===== config.mk =====
export PLATFORM = sky130hd
export DESIGN_NAME = sensor_poly_temp_average_core
export DESIGN_NICKNAME = d
export VERILOG_FILES = /design/src/rtl/spta_pkg.sv /design/src/rtl/sensor_poly_temp_average_core.sv
export SDC_FILE = /design/constraint.sdc
export NUM_CORES = 2
export LEC_CHECK = 0
export BUFFER_PORTS_ARGS = -buffer_cell sky130_fd_sc_hd__buf_2
export CAP_MARGIN = 15
export CORE_UTILIZATION = 25
export DETAILED_ROUTE_END_ITERATION = 10
export SETUP_SLACK_MARGIN = 0.02
export SLEW_MARGIN = 20
export SYNTH_ARGS = -nofsm -noshare
export SYNTH_HDL_FRONTEND = slang
export SYNTH_SLANG_ARGS = --single-unit

===== constraint.sdc =====
create_clock -name clk -period 7.9 [get_ports clk]
set_clock_uncertainty 0.2 [all_clocks]
set_input_delay 0.395 -clock clk [delete_from_list [all_inputs] [get_ports clk]]
set_output_delay 0.395 -clock clk [all_outputs]
set_load 0.005 [all_outputs]

===== src/rtl/spta_pkg.sv =====
// ----------------------------------------------------------------------------
// spta_pkg: shared types and constants of the averaging temperature calibrator
// Field widths, the datapath digit sizes, the term codes and the per-term
// constants of the calibration polynomial.
// ----------------------------------------------------------------------------
package spta_pkg;

  // field widths
  localparam int RAW_W   = 24;
  localparam int CODE_W  = 16;
  localparam int COEF_W  = 16;
  localparam int OUT_W   = 16;
  localparam int SUM_W   = 24;
  localparam int ACC_W   = 24;
  localparam int CFG_IDX_W = 3;

  // digit-serial product register: five 16-bit digits
  localparam int DIGIT_W = 16;
  localparam int DIGITS  = 5;
  localparam int PROD_W  = DIGITS * DIGIT_W;

  // restoring divider: quotient bits, divisor width, loaded dividend width
  localparam int QUOT_W  = 21;
  localparam int QCNT_W  = $clog2(QUOT_W);
  localparam int DIV_W   = 70;
  localparam int DVD_W   = DIV_W + QUOT_W;

  // single temperature range, 1/256 degC
  localparam int TEMP_MIN = -16384;
  localparam int TEMP_MAX = 32767;

  // the offset term is 384 * k0 = (3 * k0) << 7
  localparam logic [DIGIT_W-1:0] MUL_K0 = 16'd3;

  // polynomial terms in evaluation order, same order as the register list
  typedef enum logic [CFG_IDX_W-1:0] {
    TERM_K4,
    TERM_K3,
    TERM_K2,
    TERM_K1,
    TERM_K0
  } term_t;

  localparam int TERMS = 5;

  // register indexes of the configuration port
  typedef enum logic [CFG_IDX_W-1:0] {
    CFG_K4,
    CFG_K3,
    CFG_K2,
    CFG_K1,
    CFG_K0
  } cfg_idx_t;

  // number of multiply passes per term
  function automatic logic [2:0] term_passes(term_t t);
    logic [2:0] n;
    case (t)
      TERM_K4: n = 3'd4;
      TERM_K3: n = 3'd3;
      TERM_K2: n = 3'd2;
      TERM_K1: n = 3'd1;
      TERM_K0: n = 3'd1;
      default: n = 3'd1;
    endcase
    return n;
  endfunction

  // power-of-two scale applied before the division
  function automatic logic [3:0] term_shift(term_t t);
    logic [3:0] s;
    case (t)
      TERM_K4: s = 4'd9;
      TERM_K3: s = 4'd10;
      TERM_K2: s = 4'd9;
      TERM_K1: s = 4'd8;
      TERM_K0: s = 4'd7;
      default: s = 4'd0;
    endcase
    return s;
  endfunction

  // decimal divisor of each term
  function automatic logic [DIV_W-1:0] term_divisor(term_t t);
    logic [DIV_W-1:0] d;
    case (t)
      TERM_K4: d = 70'd1000000000000000000000;
      TERM_K3: d = 70'd10000000000000000;
      TERM_K2: d = 70'd100000000000;
      TERM_K1: d = 70'd1000000;
      TERM_K0: d = 70'd100;
      default: d = 70'd1;
    endcase
    return d;
  endfunction

  // terms that are subtracted from the temperature
  function automatic logic term_negative(term_t t);
    logic neg;
    case (t)
      TERM_K4: neg = 1'b1;
      TERM_K3: neg = 1'b0;
      TERM_K2: neg = 1'b1;
      TERM_K1: neg = 1'b0;
      TERM_K0: neg = 1'b1;
      default: neg = 1'b0;
    endcase
    return neg;
  endfunction

endpackage


===== src/rtl/sensor_poly_temp_average_core.sv =====
// ----------------------------------------------------------------------------
// sensor_poly_temp_average_core: averaging polynomial temperature calibrator
// Turns raw converter readings into temperatures with a fourth-order
// calibration polynomial and emits the mean of each group of readings.
// ----------------------------------------------------------------------------
// Usage
//   Input channel: in_valid / in_stall with in_raw_reading and in_discard.
//   A transfer with in_discard high clears the partial group and gives no
//   result. Any other transfer adds one calibrated temperature.
//   Output channel: out_valid / out_stall with out_avg_temperature, one result
//   per SAMPLES_PER_AVERAGE readings, in signed units of 1/256 degC.
//   Configuration: cfg_valid / cfg_ready (always ready), cfg_index 0..4 selects
//   coef_k4..coef_k0, other indexes are ignored. Write only while idle.
// Sequence
//   Each term runs 16x16 multiply passes over 16-bit digits, a load step and a
//   bit-serial restoring division of 21 quotient bits, then an accumulation
//   step. The group sum step follows the last term; the input stalls until
//   the reading is through. The reading that closes a group adds a division
//   for the mean and an output step before the next reading is taken.
// Reset and stall
//   Reset clears the coefficients, the group sum and count and the output.
//   A stalled result sits in the output register; the next reading is taken
//   meanwhile, and a new result waits in its last state until the slot frees.
// ----------------------------------------------------------------------------
module sensor_poly_temp_average_core
  import spta_pkg::*;
#(
  parameter int SAMPLES_PER_AVERAGE = 8
) (
  input  logic                        clk,
  input  logic                        rst_n,
  input  logic                        in_valid,
  output logic                        in_stall,
  input  logic [RAW_W-1:0]            in_raw_reading,
  input  logic                        in_discard,
  output logic                        out_valid,
  input  logic                        out_stall,
  output logic signed [OUT_W-1:0]     out_avg_temperature,
  input  logic                        cfg_valid,
  output logic                        cfg_ready,
  input  logic [CFG_IDX_W-1:0]        cfg_index,
  input  logic [COEF_W-1:0]           cfg_wdata
);

  localparam int CNT_W = $clog2(SAMPLES_PER_AVERAGE + 1);

  typedef enum logic [2:0] {
    ST_IDLE,
    ST_MUL,
    ST_LOAD,
    ST_DIV,
    ST_ACC,
    ST_SUM,
    ST_OUT
  } state_t;

  // control state
  state_t                      state_r, state_nxt;
  logic [COEF_W-1:0]           coef_r [TERMS];
  logic [COEF_W-1:0]           coef_nxt [TERMS];
  logic signed [SUM_W-1:0]     sum_r, sum_nxt;
  logic [CNT_W-1:0]            cnt_r, cnt_nxt;
  logic                        out_valid_r, out_valid_nxt;
  logic signed [OUT_W-1:0]     out_avg_r, out_avg_nxt;

  // datapath
  logic [CODE_W-1:0]                 a_r, a_nxt;
  term_t                             term_r, term_nxt;
  logic [2:0]                        pass_r, pass_nxt;
  logic [2:0]                        dig_r, dig_nxt;
  logic [DIGIT_W-1:0]                carry_r, carry_nxt;
  logic [DIGITS-1:0][DIGIT_W-1:0]    prod_r, prod_nxt;
  logic [DIV_W-1:0]                  rem_r, rem_nxt;
  logic [QUOT_W-1:0]                 dq_r, dq_nxt;
  logic [QCNT_W-1:0]                 bit_cnt_r, bit_cnt_nxt;
  logic                              mean_mode_r, mean_mode_nxt;
  logic                              neg_r, neg_nxt;
  logic signed [ACC_W-1:0]           acc_r, acc_nxt;

  // combinational helpers
  logic [DIGIT_W-1:0]          mul_x;
  logic [DIGIT_W-1:0]          mul_m;
  logic [2*DIGIT_W-1:0]        mul_p;
  logic [DVD_W-1:0]            dvd;
  logic [DIV_W-1:0]            divisor;
  logic [DIV_W+1:0]            trial;
  logic [ACC_W-1:0]            quot_ext;
  logic signed [ACC_W-1:0]     sat_temp;
  logic signed [SUM_W-1:0]     sum_new;
  logic [SUM_W-1:0]            sum_mag;
  logic [CNT_W-1:0]            cnt_new;
  logic signed [OUT_W-1:0]     mean_val;

  // one digit of the multiply pass: digit times code (or 3 for the offset term) plus carry
  assign mul_x = prod_r[dig_r];
  assign mul_m = (term_r == TERM_K0) ? MUL_K0 : a_r;
  assign mul_p = 32'(mul_x) * 32'(mul_m) + 32'(carry_r);

  // scaled dividend and divisor of the shared divider
  assign dvd     = DVD_W'(prod_r) << term_shift(term_r);
  assign divisor = mean_mode_r ? DIV_W'(SAMPLES_PER_AVERAGE) : term_divisor(term_r);
  assign trial   = {1'b0, rem_r, dq_r[QUOT_W-1]} - {2'b00, divisor};

  // term quotient, single temperature clamp, group sum, count and signed mean
  assign quot_ext = ACC_W'(dq_r);
  always_comb begin
    if (acc_r < TEMP_MIN) begin
      sat_temp = ACC_W'(TEMP_MIN);
    end else if (acc_r > TEMP_MAX) begin
      sat_temp = ACC_W'(TEMP_MAX);
    end else begin
      sat_temp = acc_r;
    end
  end
  assign sum_new  = sum_r + sat_temp;
  assign sum_mag  = sum_new[SUM_W-1] ? SUM_W'(-sum_new) : SUM_W'(sum_new);
  assign cnt_new  = cnt_r + CNT_W'(1);
  assign mean_val = neg_r ? -$signed(dq_r[OUT_W-1:0]) : $signed(dq_r[OUT_W-1:0]);

  // handshake outputs
  assign in_stall            = (state_r != ST_IDLE);
  assign cfg_ready           = 1'b1;
  assign out_valid           = out_valid_r;
  assign out_avg_temperature = out_avg_r;

  // sequencer
  always_comb begin
    state_nxt     = state_r;
    coef_nxt      = coef_r;
    sum_nxt       = sum_r;
    cnt_nxt       = cnt_r;
    out_valid_nxt = out_valid_r;
    out_avg_nxt   = out_avg_r;
    a_nxt         = a_r;
    term_nxt      = term_r;
    pass_nxt      = pass_r;
    dig_nxt       = dig_r;
    carry_nxt     = carry_r;
    prod_nxt      = prod_r;
    rem_nxt       = rem_r;
    dq_nxt        = dq_r;
    bit_cnt_nxt   = bit_cnt_r;
    mean_mode_nxt = mean_mode_r;
    neg_nxt       = neg_r;
    acc_nxt       = acc_r;

    // coefficient writes
    if (cfg_valid) begin
      case (cfg_index)
        CFG_K4:  coef_nxt[TERM_K4] = cfg_wdata;
        CFG_K3:  coef_nxt[TERM_K3] = cfg_wdata;
        CFG_K2:  coef_nxt[TERM_K2] = cfg_wdata;
        CFG_K1:  coef_nxt[TERM_K1] = cfg_wdata;
        CFG_K0:  coef_nxt[TERM_K0] = cfg_wdata;
        default: ;
      endcase
    end

    // result transfer frees the output register
    if (out_valid_r && !out_stall) begin
      out_valid_nxt = 1'b0;
    end

    case (state_r)
      ST_IDLE: begin
        if (in_valid) begin
          if (in_discard) begin
            sum_nxt = '0;
            cnt_nxt = '0;
          end else begin
            a_nxt         = in_raw_reading[RAW_W-1:RAW_W-CODE_W];
            term_nxt      = TERM_K4;
            acc_nxt       = '0;
            prod_nxt      = PROD_W'(coef_r[TERM_K4]);
            pass_nxt      = '0;
            dig_nxt       = '0;
            carry_nxt     = '0;
            mean_mode_nxt = 1'b0;
            state_nxt     = ST_MUL;
          end
        end
      end

      // one 16-bit digit per cycle, pass n covers n+1 digits
      ST_MUL: begin
        prod_nxt[dig_r] = mul_p[DIGIT_W-1:0];
        if (dig_r == pass_r) begin
          prod_nxt[3'(dig_r + 3'd1)] = mul_p[2*DIGIT_W-1:DIGIT_W];
          carry_nxt = '0;
          dig_nxt   = '0;
          if (pass_r == 3'(term_passes(term_r) - 3'd1)) begin
            state_nxt = ST_LOAD;
          end else begin
            pass_nxt = 3'(pass_r + 3'd1);
          end
        end else begin
          carry_nxt = mul_p[2*DIGIT_W-1:DIGIT_W];
          dig_nxt   = 3'(dig_r + 3'd1);
        end
      end

      // high part of the dividend starts as the remainder
      ST_LOAD: begin
        rem_nxt     = dvd[DVD_W-1:QUOT_W];
        dq_nxt      = dvd[QUOT_W-1:0];
        bit_cnt_nxt = '0;
        state_nxt   = ST_DIV;
      end

      // one quotient bit per cycle
      ST_DIV: begin
        if (!trial[DIV_W+1]) begin
          rem_nxt = trial[DIV_W-1:0];
          dq_nxt  = {dq_r[QUOT_W-2:0], 1'b1};
        end else begin
          rem_nxt = {rem_r[DIV_W-2:0], dq_r[QUOT_W-1]};
          dq_nxt  = {dq_r[QUOT_W-2:0], 1'b0};
        end
        if (bit_cnt_r == QCNT_W'(QUOT_W - 1)) begin
          state_nxt = mean_mode_r ? ST_OUT : ST_ACC;
        end else begin
          bit_cnt_nxt = QCNT_W'(bit_cnt_r + QCNT_W'(1));
        end
      end

      // add or subtract the truncated term, then start the next one or go on to the group sum
      ST_ACC: begin
        if (term_negative(term_r)) begin
          acc_nxt = acc_r - $signed(quot_ext);
        end else begin
          acc_nxt = acc_r + $signed(quot_ext);
        end
        if (term_r == TERM_K0) begin
          state_nxt = ST_SUM;
        end else begin
          term_nxt  = term_t'(term_r + 3'd1);
          prod_nxt  = PROD_W'(coef_r[term_t'(term_r + 3'd1)]);
          pass_nxt  = '0;
          dig_nxt   = '0;
          carry_nxt = '0;
          state_nxt = ST_MUL;
        end
      end

      // add the clamped temperature; a full group starts the mean division
      ST_SUM: begin
        if (cnt_new == CNT_W'(SAMPLES_PER_AVERAGE)) begin
          sum_nxt       = '0;
          cnt_nxt       = '0;
          neg_nxt       = sum_new[SUM_W-1];
          rem_nxt       = DIV_W'(sum_mag[SUM_W-1:QUOT_W]);
          dq_nxt        = sum_mag[QUOT_W-1:0];
          bit_cnt_nxt   = '0;
          mean_mode_nxt = 1'b1;
          state_nxt     = ST_DIV;
        end else begin
          sum_nxt   = sum_new;
          cnt_nxt   = cnt_new;
          state_nxt = ST_IDLE;
        end
      end

      // hand the mean to the output register once it is free
      ST_OUT: begin
        if (!out_valid_r || !out_stall) begin
          out_avg_nxt   = mean_val;
          out_valid_nxt = 1'b1;
          state_nxt     = ST_IDLE;
        end
      end

      default: state_nxt = ST_IDLE;
    endcase
  end

  // state, registers and registered outputs
  always_ff @(posedge clk) begin
    if (!rst_n) begin
      state_r     <= ST_IDLE;
      sum_r       <= '0;
      cnt_r       <= '0;
      out_valid_r <= 1'b0;
      out_avg_r   <= '0;
      for (int i = 0; i < TERMS; i++) begin
        coef_r[i] <= '0;
      end
    end else begin
      state_r     <= state_nxt;
      sum_r       <= sum_nxt;
      cnt_r       <= cnt_nxt;
      out_valid_r <= out_valid_nxt;
      out_avg_r   <= out_avg_nxt;
      coef_r      <= coef_nxt;
    end
  end

  // datapath registers
  always_ff @(posedge clk) begin
    a_r         <= a_nxt;
    term_r      <= term_nxt;
    pass_r      <= pass_nxt;
    dig_r       <= dig_nxt;
    carry_r     <= carry_nxt;
    prod_r      <= prod_nxt;
    rem_r       <= rem_nxt;
    dq_r        <= dq_nxt;
    bit_cnt_r   <= bit_cnt_nxt;
    mean_mode_r <= mean_mode_nxt;
    neg_r       <= neg_nxt;
    acc_r       <= acc_nxt;
  end

endmodule


# Word-level counts from Yosys, hierarchy flattened
# Cells that the tools add are included.
[totals]
in_bits = 49
regBits = 371
output_inout_bits = 19
word_cells = 194
[op_classes]
addsub = 13
reduce_logical = 33
bitwise_logic = 2
multipliers = 1
n_eq_ne = 29
muxes = 82
n_lt_le_gt_ge = 7
shift = 1
[op_table]
columns = ["op", "n"]
rows = [
  ["70-bit one-hot mux with 5 select lines", 1],
  ["80-bit 2-to-1 mux", 4],
  ["80-bit one-hot mux with 3 select lines", 1],
  ["24-bit 2-to-1 mux", 9],
  ["70-bit 2-to-1 mux", 3],
  ["70-bit one-hot mux with 3 select lines", 1],
  ["16-bit 2-to-1 mux", 11],
  ["80-bit bitwise mux", 2],
  ["16-bit binary-select mux with 3-bit select", 2],
  ["16-bit demux with 3-bit select", 2],
  ["24-bit one-hot mux with 2 select lines", 2],
  ["80-bit by 4-bit left shift with 91-bit output", 1],
  ["71-bit by 70-bit subtractor with 72-bit output", 1],
  ["21-bit one-hot mux with 3 select lines", 1],
  ["3-bit 2-to-1 mux", 16],
  ["16-bit one-hot mux with 3 select lines", 1],
  ["32-bit by 16-bit adder with 32-bit output", 1],
  ["16-bit by 16-bit multiplier with 32-bit output", 1],
  ["3-bit one-hot mux with 3 select lines", 3],
  ["24-bit by 22-bit adder with 24-bit output", 1],
  ["24-bit adder", 1],
  ["24-bit by 16-bit greater-than comparator with 1-bit output, second input constant", 1],
  ["24-bit by 15-bit < comparator with 1-bit output, second input constant", 1],
  ["24-bit negator", 1],
  ["41 further kinds", 100],
]

# Depth between registers and ports, before layout
[depth]
depth_word = 9
depth_mapped = 31
ltp_nobuf = 27

# Least setup slack after synthesis
# OpenSTA, ideal clock, no wires.
[synth_timing]
path_kind = "register to register"
startpoint = "reg term_r[0]"
endpoint = "reg prod_r[9] in the netlist's numbering (data pin)"
setup_time_ns = 0.261
path_buffers = 5
arrival_time_ns = 7.963
synth_period_minus_slack_ns = 8.424
stages_incl_launch_ff = 30
slack_ns = -0.524
required_time_ns = 7.439
cell_sequence = "edfxtp_1 > clkbuf_1 > inv_1 > ha_1 > nand2_1 > clkbuf_1 > clkbuf_1 > and2_1 > clkbuf_1 > nand2_1 > fa_1 > inv_1 > fa_1 > fa_1 > fa_1 > fa_1 > inv_1 > fa_1 > inv_1 > ha_1 > clkbuf_1 > a21o_1 > a211o_1 > inv_1 > o211ai_1 > a311o_1 > a31oi_1 > xor2_1 > o21ai_1 > a221o_1"
[synth_rtl]
columns = ["element", "line", "rtl"]
rows = [
  ["start, declared", "sensor_poly_temp_average_core.sv:68", "term_t term_r, term_nxt;"],
  ["start signal, assigned", "sensor_poly_temp_average_core.sv:300", "term_r <= term_nxt;"],
  ["end signal, assigned", "sensor_poly_temp_average_core.sv:304", "prod_r <= prod_nxt;"],
  ["end, declared", "sensor_poly_temp_average_core.sv:72", "logic [DIGITS-1:0][DIGIT_W-1:0] prod_r, prod_nxt;"],
]

==> impl_metrics.yaml <==
cts:
  cts_sinks: 371
  clockRootBuffer: "clkbuf_16"
  clk_latency_ns: 0.62
  numCtsBuffers: 43
  cts_tree: "done"
  clock_path_buffers: 3
  htree_levels: 2
  path_clk_slew_ns: 0.07
placement:
  placement.io_buffers: 58
  dp_slack_ns: -0.0861
  dp.cells: 6279
  gp_congestion: 0.942
  dp_hpwl_um: 91800
sta:
  fin_crit_sh_pct: 97.7
  worst_slew_pin_slew_ns: 1.16
  drv_slew: 0
  finalWorstSetupSlack_ns: 0.178
  final-hold-violation-count: 0
  min_period_ns: 7.72
  tns_ns: 0
  max_slew_margin_pct: 22.7
  setup_viol: 0
  max_freq_mhz: 129
cells_and_area:
  syn_to_final_growth_pct: 15.2
  final_nets: 4956
  drive_gt1_share_pct: 11.4
  instances_no_fill: 6429
worst_hold_path:
  hold_path_class: "input port to flip-flop"
  min_to: "out_valid"
  holdCritStartpoint: "out_stall"
  whs_path_depth: 3
setup_path:
  cpPeakStageDelay_ns: 0.53
  reg2reg_from: "dig_r[1]"
  criticalPathCategory: "flip-flop to flip-flop"
  cp_slowest_cell: "fa_1"
  crit_top_cell: "fa_1"
  reg2reg_depth: 32
  critical_path_arrival_ns: 7.84
  r2r-end: "prod_r[4]"
  cp.required_ns: 8.02
  start_kind: "flip-flop"
  endpoint_kind: "flip-flop"
  reg2reg_setup_slack_ns: 0.18
  cp_max_fo: 10
logic_synthesis:
  ys_warn_count: 0
  synth_area_leaders: "edfxtp_1 20%, fa_1 11%, ha_1 7.4%, dfxtp_1 6.9%, nand2_1 6.5%"
  netlist_instances: 4401
  syn_area_sq_um: 37000
  synth_top_area_share_pct: 19.7
  yosysMostFrequentCell: "nand2_1"
  synth_top_flop_cell: "edfxtp_1"
  synth_top_area_cell: "edfxtp_1"
  syn-num-nets: 4882
  ys_ff_latch: 371
  synth_common_cells: "639 x nand2_1, 423 x nor2_1, 333 x inv_1"
  synth_edf_count: 243
  synthArstFlopShare_pct: 0
  yosysSeqAreaShare_pct: 26.7
  ys_types: 102
  synth_area_per_cell_sq_um: 8.41
grt:
  grt_pass1_vias: 31700
  grt_max_degree: 102
  overflow: 0
  antenna_found_initial: 2
  grt_first_pass_wirelength_um: 186000
  grtUsageTotal_pct: 15.5
floorplan:
  io_pins: 68
  die_y_um: 387
  start_util_pct: 25.3
  die_area_sq_um: 150000
  std_cell_rows: 140
  fp.coreArea_sq_um: 146000
  dieWidth_um: 387
route:
  drt-total-wl_um: 121000
  drt_iter0_markers: 3207
  viasPerCell: 5.19
  wl_per_cell_um: 18.8
  ant_nets: 0
  vias: 33400
  drt_pre_antenna_iters: 5
  drc: 0
job:
  maxCapViolCount: 0
outcome:
  status: "finished clean"
==> per-stage QoR <==
stage | hold slack (ns) | instance area, sq um | util, %
floorplan | 0.240 | 37000 | -
global placement | 0.250 | 40200 | 27.5
detailed placement | 0.256 | 40200 | 27.5
CTS | 0.0333 | 41900 | 28.7
global route | 0.0928 | 42600 | 29.1
finish | 0.0626 | 42600 | 29.1
==> per-layer routing <==
metal	global-route usage, %	share of wire [%]	vias up
met2	25.3	47	1187
met5	0	0	-
met1	21.3	44	16400
met3	1.56	6.1	158
li1	-	-	15700
met4	5.03	2.9	0
==> logic make-up (layout without fill, tap and decap cells) <==
family,count (synthesis),count (layout),synth area share (%)
compound gates,1161,1161,21.0
xor+xnor,191,191,4.52
fa+ha+maj,432,432,18.9
buf+inv,614,723,6.34
flops,371,371,26.7
mux,144,144,4.69
other cells,1,3,0.0101
simple gates,1487,1487,17.9
==> how the worst max path moves through the flow <==
stage,start,slack [ns],endpoint
floorplan,term_r[0],-0.22,prod_r[9]
global placement,dig_r[0],-0.08,prod_r[38]
detailed placement,dig_r[1],-0.09,prod_r[6]
CTS,dig_r[0],0.02,prod_r[30]
global route,dig_r[1],-0.04,prod_r[9]
finish,dig_r[1],0.18,prod_r[4]
==> worst max-delay path, delay by kind of cell (launching register included) <==
family	cells	cell delay [ns]
compound gates	7	1.05
fa+ha+maj	7	3.25
buf+inv	12	1.53
flops	1	0.48
simple gates	6	0.93
==> flip-flops by register name (all words and copies together), names as in the netlist <==
name                 flops
state_r                  3
rem_r                   70
out_avg_temperature     16
a_r                     16
prod_r                  80
coef_r                  80
out_valid                1
bit_cnt_r                5
acc_r                   24
carry_r                 16
pass_r                   3
dq_r                    21
dig_r                    3
sum_r                   24
term_r                   3
neg_r                    1
cnt_r                    4
mean_mode_r              1
==> layout make-up <==
| class | count | area, sq um |
|---|---|---|
| repair buffers | 308 | 2490 |
| well taps | 1917 | 2400 |
| diodes | 2 | 5.00 |
| fillers | 15500 | 104000 |
| inverters | 335 | 1260 |
| flip-flops and latches | 371 | 9860 |
| clock inverters | 27 | 299 |
| clock buffers | 53 | 1160 |
| multi-input cells | 3416 | 25100 |
==> layout by cell type, fill, tap and decap left out, types with 22 or more instances in the layout <==
| master | netlist | layout |
|---|---|---|
| mux2i_1 | 106 | 106 |
| nand2b_1 | 25 | 25 |
| dlygate4sd3_1 | 0 | 33 |
| nor2_1 | 423 | 419 |
| nand2_1 | 639 | 626 |
| edfxtp_1 | 243 | 243 |
| o221ai_1 | 35 | 35 |
| inv_1 | 333 | 330 |
| a22oi_1 | 41 | 40 |
| buf_2 | 0 | 58 |
| dfxtp_1 | 128 | 128 |
| or3_1 | 27 | 25 |
| buf_4 | 1 | 194 |
| a211oi_1 | 76 | 73 |
| ha_1 | 220 | 218 |
| xor2_1 | 103 | 102 |
| o21a_1 | 32 | 24 |
| o211ai_1 | 32 | 32 |
| clkbuf_16 | 0 | 48 |
| nor3_1 | 51 | 46 |
| and2_1 | 49 | 45 |
| a31oi_1 | 57 | 56 |
| nor2b_1 | 62 | 60 |
| a21o_1 | 84 | 84 |
| fa_1 | 212 | 208 |
| xnor2_1 | 88 | 87 |
| o22ai_1 | 73 | 73 |
| a21boi_0 | 91 | 91 |
| o21ai_0 | 185 | 179 |
| and3_1 | 38 | 38 |
| a21oi_1 | 237 | 231 |
| o21ai_1 | 33 | 30 |
| mux4_2 | 22 | 22 |
| nand3_1 | 88 | 88 |
==> what timing repair did <==
action | CTS | global route
hold endpoints to repair | 123 | 0
gates cloned | 0 | 6
gates resized for setup | 2 | 81
endpoints found under the setup margin | 12 | 81
pin swaps | 0 | 28
hold buffers | 33 | 0
setup buffers | 0 | 29
Power is not shown: default switching activity piles up to over one toggle a cycle in this logic, so the estimate is an artifact.
